[src/design/proxy_v2_header_parser_unit_defines.svh]
// ----------------------------------------------------------------------------
// PROXY v2 header parser assertion macros
// Shared property wrappers for the parser's concurrent checks.
// ----------------------------------------------------------------------------
`ifndef PROXY_V2_HEADER_PARSER_UNIT_DEFINES_SVH
`define PROXY_V2_HEADER_PARSER_UNIT_DEFINES_SVH
`ifndef SYNTHESIS
`define PV2HP_ASSERT_SAME(lbl, ante, cons, msg) \
    lbl: assert property (@(posedge clk) disable iff (!rst_n) (ante) |-> (cons)) \
        else $error(msg);
`define PV2HP_ASSERT_NEXT(lbl, ante, cons, msg) \
    lbl: assert property (@(posedge clk) disable iff (!rst_n) (ante) |=> (cons)) \
        else $error(msg);
`else
`define PV2HP_ASSERT_SAME(lbl, ante, cons, msg)
`define PV2HP_ASSERT_NEXT(lbl, ante, cons, msg)
`endif
`endif

[src/design/pv2hp_pkg.sv]
// ----------------------------------------------------------------------------
// PROXY v2 header parser package
// Phase type, role and status codes, TLV types and CRC32C helpers.
// ----------------------------------------------------------------------------
`default_nettype none

package pv2hp_pkg;

    typedef enum logic [3:0] {
        PH_SIG,
        PH_VERCMD,
        PH_FAM,
        PH_LEN,
        PH_ADDR,
        PH_TLVHDR,
        PH_TLVVAL,
        PH_TAIL,
        PH_AFTER
    } phase_t;

    localparam logic [3:0] ROLE_SIG     = 4'd0;
    localparam logic [3:0] ROLE_VERCMD  = 4'd1;
    localparam logic [3:0] ROLE_FAM     = 4'd2;
    localparam logic [3:0] ROLE_LEN     = 4'd3;
    localparam logic [3:0] ROLE_SRCADDR = 4'd4;
    localparam logic [3:0] ROLE_DSTADDR = 4'd5;
    localparam logic [3:0] ROLE_SRCPORT = 4'd6;
    localparam logic [3:0] ROLE_DSTPORT = 4'd7;
    localparam logic [3:0] ROLE_TLVHDR  = 4'd8;
    localparam logic [3:0] ROLE_TLVVAL  = 4'd9;
    localparam logic [3:0] ROLE_TAIL    = 4'd10;
    localparam logic [3:0] ROLE_AFTER   = 4'd11;

    localparam logic [3:0] ST_OK       = 4'd0;
    localparam logic [3:0] ST_SIG      = 4'd1;
    localparam logic [3:0] ST_VERSION  = 4'd2;
    localparam logic [3:0] ST_CMD      = 4'd3;
    localparam logic [3:0] ST_FAMILY   = 4'd4;
    localparam logic [3:0] ST_LENGTH   = 4'd5;
    localparam logic [3:0] ST_TLVLEN   = 4'd6;
    localparam logic [3:0] ST_CRC      = 4'd7;
    localparam logic [3:0] ST_UNIQUEID = 4'd8;
    localparam logic [3:0] ST_AWS      = 4'd9;
    localparam logic [3:0] ST_AZURE    = 4'd10;

    localparam logic [7:0] T_ALPN      = 8'h01;
    localparam logic [7:0] T_AUTHORITY = 8'h02;
    localparam logic [7:0] T_CRC       = 8'h03;
    localparam logic [7:0] T_UNIQUE    = 8'h05;
    localparam logic [7:0] T_NETNS     = 8'h30;
    localparam logic [7:0] T_AWS       = 8'hEA;
    localparam logic [7:0] T_AZURE     = 8'hEE;

    localparam logic [1:0] FAM_UNSPEC = 2'd0;
    localparam logic [1:0] FAM_INET   = 2'd1;
    localparam logic [1:0] FAM_INET6  = 2'd2;
    localparam logic [1:0] FAM_UNIX   = 2'd3;

    localparam logic [31:0] CRC_POLY = 32'h82F63B78;
    localparam logic [31:0] CRC_INIT = 32'hFFFFFFFF;
    localparam logic [7:0]  UNIQUE_MAX = 8'd128;

    // Signature byte at a given offset (offsets 0 to 11).
    function automatic logic [7:0] sig_byte(input logic [3:0] idx);
        logic [7:0] r;
        case (idx)
            4'd0:    r = 8'h0D;
            4'd1:    r = 8'h0A;
            4'd2:    r = 8'h0D;
            4'd3:    r = 8'h0A;
            4'd4:    r = 8'h00;
            4'd5:    r = 8'h0D;
            4'd6:    r = 8'h0A;
            4'd7:    r = 8'h51;
            4'd8:    r = 8'h55;
            4'd9:    r = 8'h49;
            4'd10:   r = 8'h54;
            4'd11:   r = 8'h0A;
            default: r = 8'h00;
        endcase
        return r;
    endfunction

    // Address block size for a family.
    function automatic logic [7:0] addr_size(input logic [1:0] fam);
        logic [7:0] r;
        case (fam)
            FAM_INET:  r = 8'd12;
            FAM_INET6: r = 8'd36;
            FAM_UNIX:  r = 8'd216;
            default:   r = 8'd0;
        endcase
        return r;
    endfunction

    // One reflected CRC32C byte step.
    function automatic logic [31:0] crc32c_byte(input logic [31:0] crc, input logic [7:0] b);
        logic [31:0] c;
        c = crc ^ {24'h0, b};
        for (int i = 0; i < 8; i++)
        begin
            c = c[0] ? ((c >> 1) ^ CRC_POLY) : (c >> 1);
        end
        return c;
    endfunction

endpackage

`default_nettype wire

[src/design/proxy_v2_header_parser_unit.sv]
// ----------------------------------------------------------------------------
// PROXY v2 header parser
// Byte-serial checker and role tagger for PROXY protocol v2 headers.
// ----------------------------------------------------------------------------
// Usage: packet bytes enter on the slave stream, one byte per word, with
// s_tlast on the last byte of each packet. Every accepted word yields
// exactly one result word on the master stream: the byte's role, its TLV
// type and keep flag, a done flag with the status on the byte where the
// header completes or fails, the total header length, and the decoded
// command, family and transport.
// A result appears in the output register on the clock after its byte is
// accepted. Throughput is one byte per cycle while the receiver keeps up;
// the parse state, the CRC32C step and the checks all settle combinationally
// between the input handshake and the output register.
// When the receiver stalls, the output register holds its word and the
// slave side keeps taking bytes only while that register is free or being
// emptied in the same cycle. Reset clears the parse state to the start of
// a signature and empties the output register; the byte marked by s_tlast
// also returns the parser to that start for the next packet.
// ----------------------------------------------------------------------------
`default_nettype none
`include "proxy_v2_header_parser_unit_defines.svh"

module proxy_v2_header_parser_unit
(
    input  wire logic        clk,
    input  wire logic        rst_n,
    input  wire logic        s_tvalid,
    output logic             s_tready,
    input  wire logic [7:0]  s_tdata,   // data_byte [7:0]
    input  wire logic        s_tlast,   // end_of_packet
    output logic             m_tvalid,
    input  wire logic        m_tready,
    // byte_role [3:0], tlv_type [11:4], tlv_kept [12], header_done [13],
    // status [17:14], header_length [34:18], is_local [35],
    // net_family [37:36], transport [39:38]
    output logic [39:0]      m_tdata
);
    import pv2hp_pkg::*;

    logic [16:0] bpos_reg,  bpos_next;
    logic [15:0] decl_reg,  decl_next;
    logic [15:0] rem_reg,   rem_next;
    logic [2:0]  fidx_reg,  fidx_next;
    logic [7:0]  ttype_reg, ttype_next;
    logic [15:0] tlen_reg,  tlen_next;
    logic [31:0] crc_reg,   crc_next;
    logic [31:0] rcrc_reg,  rcrc_next;
    logic        cpres_reg, cpres_next;
    phase_t      phase_reg, phase_next;
    logic [3:0]  fac_reg,   fac_next;   // bit0 local, bits 2:1 family, bit3 datagram
    logic [3:0]  err_reg,   err_next;
    logic        skeep_reg, skeep_next;

    logic        out_valid_reg;
    logic [39:0] out_data_reg, out_data_next;
    logic        s_accept;
    logic        out_ok_done;
    logic        at_start;

    assign s_tready = !out_valid_reg || m_tready;
    assign s_accept = s_tvalid && s_tready;
    assign m_tvalid = out_valid_reg;
    assign m_tdata  = out_data_reg;

    always_comb
    begin
        logic [3:0]  role;
        logic [7:0]  ttype;
        logic        kept;
        logic        done;
        logic [3:0]  stat;
        logic [3:0]  err;
        logic [7:0]  fb;
        logic [16:0] hlen;
        logic [16:0] off;
        logic [7:0]  asz;
        logic [15:0] len;
        logic [1:0]  fam;
        logic        boundary;
        logic [7:0]  b;
        logic [1:0]  trans;

        b          = s_tdata;
        role       = ROLE_AFTER;
        ttype      = 8'h00;
        kept       = 1'b0;
        done       = 1'b0;
        stat       = ST_OK;
        err        = ST_OK;
        fb         = b;
        hlen       = 17'd0;
        off        = bpos_reg - 17'd16;
        asz        = addr_size(fac_reg[2:1]);
        len        = tlen_reg | {8'h00, b};
        fam        = FAM_UNSPEC;
        boundary   = 1'b0;
        bpos_next  = bpos_reg;
        decl_next  = decl_reg;
        rem_next   = rem_reg;
        fidx_next  = fidx_reg;
        ttype_next = ttype_reg;
        tlen_next  = tlen_reg;
        crc_next   = crc_reg;
        rcrc_next  = rcrc_reg;
        cpres_next = cpres_reg;
        phase_next = phase_reg;
        fac_next   = fac_reg;
        err_next   = err_reg;
        skeep_next = skeep_reg;

        if (phase_reg == PH_AFTER)
        begin
            stat = err_reg;
            if (err_reg == ST_OK)
            begin
                hlen = 17'd16 + {1'b0, decl_reg};
            end
        end
        else
        begin
            case (phase_reg)
                PH_SIG:
                begin
                    role = ROLE_SIG;
                    if (b != sig_byte(bpos_reg[3:0]))
                    begin
                        err = ST_SIG;
                    end
                    else if (bpos_reg >= 17'd11)
                    begin
                        phase_next = PH_VERCMD;
                    end
                end
                PH_VERCMD:
                begin
                    role = ROLE_VERCMD;
                    if (b[7:4] != 4'd2)
                    begin
                        err = ST_VERSION;
                    end
                    else if (b[3:0] > 4'd1)
                    begin
                        err = ST_CMD;
                    end
                    else
                    begin
                        fac_next   = {3'b000, (b[3:0] == 4'd0)};
                        phase_next = PH_FAM;
                    end
                end
                PH_FAM:
                begin
                    role = ROLE_FAM;
                    if (b == 8'h00 || fac_reg[0])
                    begin
                        fac_next   = {1'b0, FAM_UNSPEC, fac_reg[0]};
                        phase_next = PH_LEN;
                    end
                    else if (b[7:4] >= 4'd1 && b[7:4] <= 4'd3 &&
                             (b[3:0] == 4'd1 || b[3:0] == 4'd2))
                    begin
                        fac_next   = {(b[3:0] == 4'd2), b[5:4], fac_reg[0]};
                        phase_next = PH_LEN;
                    end
                    else
                    begin
                        err = ST_FAMILY;
                    end
                end
                PH_LEN:
                begin
                    role = ROLE_LEN;
                    if (bpos_reg == 17'd14)
                    begin
                        decl_next = {b, 8'h00};
                    end
                    else
                    begin
                        decl_next = decl_reg | {8'h00, b};
                        if (decl_next < {8'h00, asz})
                        begin
                            err = ST_LENGTH;
                        end
                        else
                        begin
                            rem_next = decl_next - {8'h00, asz};
                            if (asz != 8'd0)
                            begin
                                phase_next = PH_ADDR;
                            end
                            else
                            begin
                                boundary = 1'b1;
                            end
                        end
                    end
                end
                PH_ADDR:
                begin
                    case (fac_reg[2:1])
                        FAM_INET:
                        begin
                            role = (off < 17'd4)  ? ROLE_SRCADDR :
                                   (off < 17'd8)  ? ROLE_DSTADDR :
                                   (off < 17'd10) ? ROLE_SRCPORT : ROLE_DSTPORT;
                        end
                        FAM_INET6:
                        begin
                            role = (off < 17'd16) ? ROLE_SRCADDR :
                                   (off < 17'd32) ? ROLE_DSTADDR :
                                   (off < 17'd34) ? ROLE_SRCPORT : ROLE_DSTPORT;
                        end
                        default:
                        begin
                            role = (off < 17'd108) ? ROLE_SRCADDR : ROLE_DSTADDR;
                        end
                    endcase
                    if (off + 17'd1 >= {9'h000, asz})
                    begin
                        boundary = 1'b1;
                    end
                end
                PH_TLVHDR:
                begin
                    role = ROLE_TLVHDR;
                    if (fidx_reg == 3'd0)
                    begin
                        ttype_next = b;
                        skeep_next = 1'b0;
                        fidx_next  = 3'd1;
                    end
                    else if (fidx_reg == 3'd1)
                    begin
                        tlen_next = {b, 8'h00};
                        fidx_next = 3'd2;
                    end
                    else
                    begin
                        if ({1'b0, len} + 17'd1 > {1'b0, rem_reg})
                        begin
                            err = ST_TLVLEN;
                        end
                        else if (ttype_reg == T_CRC && len != 16'd4)
                        begin
                            err = ST_CRC;
                        end
                        else if (ttype_reg == T_UNIQUE && len > {8'h00, UNIQUE_MAX})
                        begin
                            err = ST_UNIQUEID;
                        end
                        else if (ttype_reg == T_AWS && len < 16'd2)
                        begin
                            err = ST_AWS;
                        end
                        else if (ttype_reg == T_AZURE && len < 16'd5)
                        begin
                            err = ST_AZURE;
                        end
                        tlen_next = len;
                        if (ttype_reg == T_CRC)
                        begin
                            cpres_next = 1'b1;
                            rcrc_next  = 32'h0;
                        end
                        fidx_next = 3'd3;
                    end
                    rem_next = rem_reg - 16'd1;
                    if (err == ST_OK && fidx_next == 3'd3)
                    begin
                        if (tlen_next == 16'd0)
                        begin
                            boundary = 1'b1;
                        end
                        else
                        begin
                            phase_next = PH_TLVVAL;
                        end
                    end
                end
                PH_TLVVAL:
                begin
                    role = ROLE_TLVVAL;
                    if (ttype_reg == T_CRC)
                    begin
                        rcrc_next = {rcrc_reg[23:0], b};
                        fb        = 8'h00;
                    end
                    if (fidx_reg == 3'd3)
                    begin
                        if (ttype_reg == T_AWS || ttype_reg == T_AZURE)
                        begin
                            skeep_next = (b == 8'h01);
                        end
                        fidx_next = 3'd4;
                    end
                    rem_next  = rem_reg - 16'd1;
                    tlen_next = tlen_reg - 16'd1;
                    if (tlen_next == 16'd0)
                    begin
                        boundary = 1'b1;
                    end
                end
                default:
                begin
                    role     = ROLE_TAIL;
                    rem_next = rem_reg - 16'd1;
                end
            endcase

            // A new TLV needs at least a full three-byte header.
            if (boundary)
            begin
                fidx_next  = 3'd0;
                phase_next = (rem_next >= 16'd3) ? PH_TLVHDR : PH_TAIL;
            end

            if (role == ROLE_TLVHDR || role == ROLE_TLVVAL)
            begin
                ttype = ttype_next;
                if (ttype_next == T_ALPN || ttype_next == T_AUTHORITY ||
                    ttype_next == T_CRC || ttype_next == T_UNIQUE || ttype_next == T_NETNS)
                begin
                    kept = 1'b1;
                end
                else if ((ttype_next == T_AWS || ttype_next == T_AZURE) &&
                         role == ROLE_TLVVAL)
                begin
                    kept = skeep_next;
                end
            end

            crc_next = crc32c_byte(crc_reg, fb);

            if (err == ST_OK && bpos_reg >= 17'd15 &&
                bpos_reg == 17'd15 + {1'b0, decl_next})
            begin
                done = 1'b1;
                if (cpres_next && (crc_next ^ CRC_INIT) != rcrc_next)
                begin
                    stat = ST_CRC;
                end
                err_next   = stat;
                phase_next = PH_AFTER;
                if (stat == ST_OK)
                begin
                    hlen = 17'd16 + {1'b0, decl_next};
                end
            end
            if (err == ST_OK && !done && s_tlast)
            begin
                err = ST_LENGTH;
            end
            if (err != ST_OK)
            begin
                done       = 1'b1;
                stat       = err;
                err_next   = err;
                phase_next = PH_AFTER;
            end
            bpos_next = bpos_reg + 17'd1;
        end

        fam   = fac_next[2:1];
        trans = (fam != FAM_UNSPEC) ? (fac_next[3] ? 2'd2 : 2'd1) : 2'd0;
        out_data_next = {trans, fam, fac_next[0], hlen, stat, done, kept, ttype, role};

        // The last byte of a packet returns the parser to its start.
        if (s_tlast)
        begin
            bpos_next  = 17'd0;
            decl_next  = 16'd0;
            rem_next   = 16'd0;
            fidx_next  = 3'd0;
            ttype_next = 8'h00;
            tlen_next  = 16'd0;
            crc_next   = CRC_INIT;
            rcrc_next  = 32'h0;
            cpres_next = 1'b0;
            phase_next = PH_SIG;
            fac_next   = 4'h0;
            err_next   = ST_OK;
            skeep_next = 1'b0;
        end
    end

    always_ff @(posedge clk or negedge rst_n)
    begin
        if (!rst_n)
        begin
            bpos_reg  <= 17'd0;
            decl_reg  <= 16'd0;
            rem_reg   <= 16'd0;
            fidx_reg  <= 3'd0;
            ttype_reg <= 8'h00;
            tlen_reg  <= 16'd0;
            crc_reg   <= CRC_INIT;
            rcrc_reg  <= 32'h0;
            cpres_reg <= 1'b0;
            phase_reg <= PH_SIG;
            fac_reg   <= 4'h0;
            err_reg   <= ST_OK;
            skeep_reg <= 1'b0;
        end
        else if (s_accept)
        begin
            bpos_reg  <= bpos_next;
            decl_reg  <= decl_next;
            rem_reg   <= rem_next;
            fidx_reg  <= fidx_next;
            ttype_reg <= ttype_next;
            tlen_reg  <= tlen_next;
            crc_reg   <= crc_next;
            rcrc_reg  <= rcrc_next;
            cpres_reg <= cpres_next;
            phase_reg <= phase_next;
            fac_reg   <= fac_next;
            err_reg   <= err_next;
            skeep_reg <= skeep_next;
        end
    end

    always_ff @(posedge clk or negedge rst_n)
    begin
        if (!rst_n)
        begin
            out_valid_reg <= 1'b0;
        end
        else if (s_accept)
        begin
            out_valid_reg <= 1'b1;
        end
        else if (m_tready)
        begin
            out_valid_reg <= 1'b0;
        end
    end

    always_ff @(posedge clk)
    begin
        if (s_accept)
        begin
            out_data_reg <= out_data_next;
        end
    end

    assign out_ok_done = m_tvalid && m_tdata[13] && m_tdata[17:14] == ST_OK;
    assign at_start    = phase_reg == PH_SIG && bpos_reg == 17'd0;

    // A successful header always reports at least its fixed 16 bytes.
    `PV2HP_ASSERT_SAME(a_ok_len, out_ok_done, m_tdata[34:18] >= 17'd16, "short ok length")
    // The signature phase never runs past the twelve signature bytes.
    `PV2HP_ASSERT_SAME(a_sig_pos, phase_reg == PH_SIG, bpos_reg < 17'd12, "signature overrun")
    // The end of a packet restarts parsing at the signature.
    `PV2HP_ASSERT_NEXT(a_eop_restart, s_accept && s_tlast, at_start, "no restart at packet end")

endmodule

`default_nettype wire
[config.mk]
export PLATFORM = sky130hd
export DESIGN_NAME = proxy_v2_header_parser_unit
export DESIGN_NICKNAME = d
export VERILOG_FILES = /design/src/design/pv2hp_pkg.sv /design/src/design/proxy_v2_header_parser_unit.sv
export VERILOG_INCLUDE_DIRS = /design/src /design/src/design
export SDC_FILE = /design/constraint.sdc
export NUM_CORES = 1
export LEC_CHECK = 0
export ABC_AREA = 0
export BUFFER_PORTS_ARGS = -buffer_cell sky130_fd_sc_hd__buf_2
export CAP_MARGIN = 40
export CELL_PAD_IN_SITES_DETAIL_PLACEMENT = 1
export CELL_PAD_IN_SITES_GLOBAL_PLACEMENT = 1
export CORE_ASPECT_RATIO = 0.75
export CORE_MARGIN = 5
export CORE_UTILIZATION = 40
export DETAILED_ROUTE_END_ITERATION = 8
export GPL_TIMING_DRIVEN = 0
export PLACE_DENSITY_LB_ADDON = 0.1
export SYNTH_ARGS = -nofsm -noshare
export SYNTH_HDL_FRONTEND = slang
export SYNTH_SLANG_ARGS = --single-unit
[constraint.sdc]
create_clock -name clk -period 7 [get_ports clk]
set_input_delay 0.35 -clock clk [delete_from_list [all_inputs] [get_ports clk]]
set_output_delay 0.35 -clock clk [all_outputs]
set_load 0.05 [all_outputs]
==> results of run 1 <==
-- cell type report --
cell class | count | area share
antenna | 1 | 0.000140
clock inverter | 15 | 0.00786
buffer | 125 | 0.0281
clock buffer | 17 | 0.0239
timing repair buffer | 78 | 0.0331
multi-input combinational | 1464 | 0.571
tap | 520 | 0.0365
sequential | 195 | 0.287
inverter | 58 | 0.0122
-- stage by stage --
step	utilization	std cells	instance area, um2	power (mW)	setup slack (ns)
after detailed placement	0.436	2438	17200	5.23	-0.434
final	0.451	2473	17800	6.31	0.316
after global placement	0.427	2413	16900	5.12	-0.452
after floorplan	-	1843	16000	4.28	1.63
after CTS	0.450	2471	17800	6.27	0.0216
after global routing	0.451	2472	17800	6.67	0.141
-- Yosys cell counts, types with 23 or more instances --
library cell and count:
a21oi_1 105, a22o_1 74, a22oi_1 23, clkbuf_1 101, dfrtp_1 123, dfstp_2 32
edfxtp_1 40, ha_1 55, inv_1 56, mux2i_1 32, nand2_1 128, nand3_1 56
nand4_1 28, nor2_1 163, nor3_1 54, nor4_1 38, o21ai_0 106, o22ai_1 29
xnor2_1 138, xor2_1 62
-- power by group --
group,internal (mW),switching [mW]
clock network,0.471,0.545
registers,1.38,0.178
logic,1.52,2.22
total,3.37,2.94
-- worst max-delay path, cell delays in order, from the launching register on --
cell and delay, ns:
dfrtp_1 0.39, clkbuf_1 0.23, nor4bb_1 0.40, clkbuf_1 0.36, clkbuf_2 0.40, buf_1 0.57, clkbuf_2 0.48, a21oi_1 0.13
nor2_1 0.16, inv_1 0.10, ha_1 0.28, o211ai_1 0.31, o21ai_0 0.40, nor4b_1 0.44, xnor2_1 0.24, o211ai_1 0.16
nor4_2 0.56, a211oi_2 0.27, a31oi_2 0.29, mux2_2 0.37
-- repair_timing --
action	4_1_cts	5_1_grt
hold buffers	1	0
pin swaps	0	1
setup buffers	0	2
gates cloned	0	0
gates resized for setup	3	9
endpoints found under the setup margin	22	28
hold endpoints to repair	65	0
-- worst max path at each step --
stage / end / depth (start not counted)
floorplan: m_tdata[21] / 22
global placement: phase_reg[2] / 21
detailed placement: phase_reg[2] / 21
CTS: phase_reg[2] / 21
global route: phase_reg[2] / 19
finish: phase_reg[2] / 19
-- cell families (layout without fill, tap and decap cells) --
family                   Yosys count  count (layout)
AND/OR/NAND/NOR                  633             633
flip-flops                       195             195
AO/OA/AOI/OAI                    516             516
XOR/XNOR                         222             222
other                              0               1
buffers and inverters            184             293
adder cells (fa/ha/maj)           56              56
multiplexers                      37              37
-- layer usage --
| metal | wire length (um) | part of all wire | GRT usage | vias to the layer above |
|---|---|---|---|---|
| met5 | 0 | 0 | 0 | - |
| met3 | 5990 | 0.086 | 0.0660 | 69 |
| met1 | 34300 | 0.50 | 0.497 | 8057 |
| li1 | - | - | - | 6982 |
| met2 | 27700 | 0.40 | 0.432 | 653 |
| met4 | 1280 | 0.018 | 0.0659 | 0 |
-- placed cells by master (no fill, tap or decap), types with 15 or more instances in the layout --
cell	instances
o21ai_0	106
or4_1	16
nor4_1	37
o211ai_1	20
nor2_1	162
a21o_1	22
nor3_1	53
inv_1	55
dfstp_2	32
dfrtp_1	123
nand3_1	56
xor2_1	62
a21oi_1	105
a22oi_1	23
nand2_1	128
clkbuf_1	96
clkbuf_16	17
nand4_1	28
o22ai_1	29
or3_1	18
a31oi_1	19
a22o_1	74
nand2b_1	18
nor2b_1	15
mux2i_1	32
ha_1	55
edfxtp_1	40
and3_1	20
xnor2_1	138
buf_2	60
==> reports/results.ini, run 1 <==
[run_status]
status = complete, no violations

[floorplanning]
core-area_mm2 = 0.0395
dieArea_mm2 = 0.0441
row_count = 63
initial_core_util = 0.404
die-height_um = 183
ios = 55
fp.dieW_um = 241

[final_layout]
nFillCells = 4773
seq_area_mm2 = 0.00512
multi_input_area_mm2 = 0.0102
areaGrowthSynthToFinish_pct = 11.6
drive_gt1_frac = 0.109
final_nets = 2008
largest_reg_flops = 40

[run]
drv_cap = 0

[timing]
final.setup.tns_ns = 0
setup_viol_count_final = 0
post-route-period-util = 0.955
period_needed_ns = 6.68
relSlewSlack = 0.340
hold_viol = 0
drv_slew = 0
holdWs_ns = 0.0906
worst_pin_slew_ns = 0.979
max_freq_ghz = 0.150
finClkSkew_ns = 0.0138
rsz0062_at_grt = false

[logic_synthesis]
yosys.area_share.adder = 0.0443
synth-compound-area-share = 0.224
synth_top_area_frac = 0.193
synth.area.mux_share = 0.0236
synth_area_leaders = dfrtp_1, xnor2_1, edfxtp_1
netlist_instances = 1843
syn_area_per_cell_um2 = 8.67
synth_enable_flop_cells = 40
netlist_area_mm2 = 0.0160
synthDistinctLibCells = 85
synth_top_family_by_area = compound AO/OA/AOI/OAI gates
yosys.area_share.simple = 0.203
ys_ff_latch = 195
synth_seq_area_share = 0.321
ys_warn_count = 0
synth_flop_cell = dfrtp_1
synthArstFlopShare = 0.795
synth_top_area_cell = dfrtp_1
synthXorXnorAreaFrac = 0.139
syn-num-nets = 1912

[worst_setup_path]
worstSetupPathType = reg2reg
crit_path_start = phase_reg[3]
path_max_fanout = 10
worstSetupStartpointType = register
reg2reg_to = phase_reg[2]
setup.worst_path.end_class = register
critPathArrivalTime_ns = 7.05
worstRegToRegCells = 19
worstReg2RegStart = phase_reg[3]
required_ns = 7.37
rrSetupSlack_ns = 0.32

[route]
drc = 0
antenna_left = 0
dr.first_iter.drc_count = 1628
vias = 15800
dr.pass1.iters = 5
drt-vias-per-instance = 6.37
wire_per_inst_um = 28.0
finalWirelength_um = 69300

[worst_hold_path]
min_to = m_tvalid
min_from = s_tvalid
hold_path.class = in2reg
hold_depth = 2

[placed_design]
io_buffer_count = 50
gp_routability_congestion = 0.964
hpwl_um = 53600

[global_route]
grt_max_degree = 80
grt_remaining_overflow = 0
grt_pass1_vias = 15400
antenna_found_initial = 0
grt_pass1_wl_um = 103000
grt_usage = 0.312

[clocking]
cts_buffer_depth = 2
cts_made_buffers = 17
clock_latency_ns = 0.49
path_clk_slew_ns = 0.08
cts_tree = done
htree_levels = 4
cts.sinks = 195
root_buffer = clkbuf_16

[pwr]
irDropWorstVdd_mv = 0.248
power.density_mw_per_mm2 = 354
power.leakage_nw = 7.00

Power figures use the tool's default switching activity.
==> inputs of run 2 (changes only) <==
--- a/config.mk
+++ b/config.mk
@@ -14,6 +14,7 @@
 export CORE_ASPECT_RATIO = 0.75
 export CORE_MARGIN = 5
 export CORE_UTILIZATION = 40
+export CTS_BUF_LIST = sky130_fd_sc_hd__clkbuf_4
 export DETAILED_ROUTE_END_ITERATION = 8
 export GPL_TIMING_DRIVEN = 0
 export PLACE_DENSITY_LB_ADDON = 0.1
==> reports/results.ini, run 2 (synthesized netlist as in run 1, its figures left out) <==
[pwr]
power_frac_seq = 0.262  ; was 0.247
power.leakage_nw = 6.88  ; was 7.00 nW
p_switching_mw = 2.89  ; was 2.94 mW
power_frac_clock = 0.110  ; was 0.161
p_sw_frac = 0.486  ; was 0.466
irDropWorstVdd_mv = 0.214  ; was 0.248 mV
power.density_mw_per_mm2 = 339  ; was 354 mW/mm2
p_int_mw = 3.06  ; was 3.37 mW
power_frac_comb = 0.627  ; was 0.592

[placed_design]
gp_routability_congestion = 0.964  ; unchanged
io_buffer_count = 50  ; unchanged
hpwl_um = 53600  ; unchanged
dp.cells = 2438  ; unchanged

[route]
dr.pass1.iters = 5  ; unchanged
dr.first_iter.drc_count = 1702  ; was 1,628
wire_per_inst_um = 27.9  ; was 28.0 um
finalWirelength_um = 69100  ; was 69,300 um
drc = 0  ; unchanged
drt-vias-per-instance = 6.36  ; was 6.37
vias = 15700  ; was 15,800
antenna_left = 0  ; unchanged

[clocking]
root_buffer = clkbuf_4  ; was clkbuf_16
cts_made_buffers = 17  ; unchanged
path_clk_slew_ns = 0.21  ; was 0.08 ns
cts_buffer_depth = 2  ; unchanged
cts_tree = done  ; unchanged
htree_levels = 4  ; unchanged
clock_latency_ns = 0.73  ; was 0.49 ns
cts.sinks = 195  ; unchanged

[floorplanning]
core-area_mm2 = 0.0395  ; unchanged
dieArea_mm2 = 0.0441  ; unchanged
ios = 55  ; unchanged
initial_core_util = 0.404  ; unchanged
die-height_um = 183  ; unchanged
row_count = 63  ; unchanged
fp.dieW_um = 241  ; unchanged

[timing]
rsz0062_at_grt = false  ; unchanged
relSlewSlack = 0.359  ; was 0.340
drv_slew = 0  ; unchanged
setup_viol_count_final = 0  ; unchanged
post-route-period-util = 0.968  ; was 0.955
finClkSkew_ns = 0.0347  ; was 0.0138 ns
max_freq_ghz = 0.148  ; was 0.150 GHz
final.setup.tns_ns = 0  ; unchanged
hold_viol = 0  ; unchanged
worst_pin_slew_ns = 0.962  ; was 0.979 ns
period_needed_ns = 6.77  ; was 6.68 ns

[run_status]
status = complete, no violations  ; unchanged

[global_route]
grt_pass1_vias = 15400  ; about the same
grt_max_degree = 80  ; unchanged
grt_pass1_wl_um = 103000  ; about the same
grt_usage = 0.311  ; was 0.312
grt_remaining_overflow = 0  ; unchanged
antenna_found_initial = 1  ; was 0

[worst_setup_path]
critPathArrivalTime_ns = 7.41  ; was 7.05 ns
crit_slowest_cell = nor4_2  ; was buf_1
setup.worst_path.end_class = register  ; unchanged
worstSetupPathType = reg2reg  ; unchanged
crit_path_max_incr_delay_ns = 0.55  ; was 0.57 ns
path_delay_family = buffers and inverters  ; unchanged
worstPathCellList = clkbuf_1, inv_1, ha_1, or4b_1, clkbuf_1, or4_1, clkbuf_1, nor2_4, clkbuf_4, nor2_1, inv_1, ha_1, o211ai_1, o21ai_0, nor4b_1, xnor2_1, o211ai_1, nor4_2, a211oi_2, a31oi_2, mux2_2  ; was clkbuf_1, nor4bb_1, clkbuf_1, clkbuf_2, buf_1, clkbuf_2, a21oi_1, nor2_1, inv_1, ha_1, o211ai_1, o21ai_0, nor4b_1, xnor2_1, o211ai_1, nor4_2, a211oi_2, a31oi_2, mux2_2
path_max_fanout = 10  ; unchanged
worstSetupStartpointType = register  ; unchanged
worstPathBufferInverterCount = 6  ; unchanged
required_ns = 7.63  ; was 7.37 ns
path_common_cell = clkbuf_1

[final_layout]
largest_reg_flops = 40  ; unchanged
final_nets = 2012  ; was 2,008
drive_gt1_frac = 0.108  ; was 0.109
final_cell_mix = nor2_1, xnor2_1, nand2_1  ; unchanged
stdcell_count = 2478  ; was 2,473
nFillCells = 4808  ; was 4,773
areaGrowthSynthToFinish_pct = 9.96  ; was 11.6%
final_common_cell = nor2_1  ; unchanged
utilization = 0.445  ; was 0.451

[run]
drv_cap = 0  ; unchanged

[worst_hold_path]
hold_path.class = in2async  ; was in2reg

run 2: cell types whose count changed in the layout (fill, tap and decap cells not counted), sizes merged:
cell and delta:
buf +1, clkbuf +1, diode +1, dlygate4sd3 +2
run 2: path summary, 6_finish.rpt:
check	start	depth (start not counted)	slack, ns	to
worst max-delay path	bpos_reg[5]	21	0.23	phase_reg[2]
worst min-delay path	rst_n	2	0.12	rem_reg[13]
max in group asynchronous	rst_n	3	5.94	crc_reg[1]
min in group clk	s_tdata[0]	5	0.19	crc_reg[15]
worst max register to register	bpos_reg[5]	21	0.23	phase_reg[2]
worst min register to register	crc_reg[20]	2	0.53	crc_reg[20]
run 2: power by group through the flow:
stage               Combinational (mW)  Sequential, mW  Clock [mW]
global route                      4.01            1.58       0.718
CTS                               3.68            1.56       0.677
global placement                  3.55            1.57           0
floorplan                         2.69            1.59           0
detailed placement                3.66            1.58           0
finish                            3.73            1.56       0.657
run 2: timing repair:
action                                  CTS  global route
resized for setup                         3            10
endpoints found under the setup margin   26            28
endpoints found under the hold margin    75             0
pin swaps                                 1             1
buffers inserted                          2             1
hold buffers                              3             0
run 2: layer usage:
metal | up-vias | wire [um] | track usage | share of wire
met5 | - | 0 | 0 | 0
li1 | 6997 | - | - | -
met2 | 674 | 27400 | 0.429 | 0.40
met4 | 0 | 1330 | 0.0661 | 0.019
met1 | 8009 | 34200 | 0.495 | 0.50
met3 | 68 | 6110 | 0.0676 | 0.088
run 2: final cells by class:
cell class,instances,area [um2],share of cell area
diodes,2,5.00,0.000285
plain buffers,126,507,0.0289
clock buffers,17,128,0.00727
clock inverters,15,140,0.00798
inverters,58,218,0.0124
multi-input cells,1464,10200,0.579
flip-flops and latches,195,5120,0.292
well taps,520,651,0.0370
repair buffers,81,618,0.0352
run 2: through the flow:
stage	setup slack (ns)	hold WS, ns	power, mW	cell area [um2]
4_1_cts	0.000881	0.129	5.91	17500
6_report	0.226	0.123	5.95	17600
3_3_place_gp	-0.452	0.471	5.12	16900
2_1_floorplan	1.63	0.0544	4.28	16000
5_1_grt	0.0264	0.168	6.31	17600
3_5_place_dp	-0.434	0.368	5.23	17200
run 2: worst reg2reg max path, delay by kind of cell, from the launching register on:
| family | cells | cell delay (ns) |
|---|---|---|
| multiplexers | 1 | 0.37 |
| AO/OA/AOI/OAI | 5 | 1.37 |
| XOR/XNOR | 1 | 0.23 |
| buffers and inverters | 6 | 1.92 |
| AND/OR/NAND/NOR | 6 | 1.78 |
| adder cells (fa/ha/maj) | 2 | 0.59 |
| flip-flops | 1 | 0.40 |
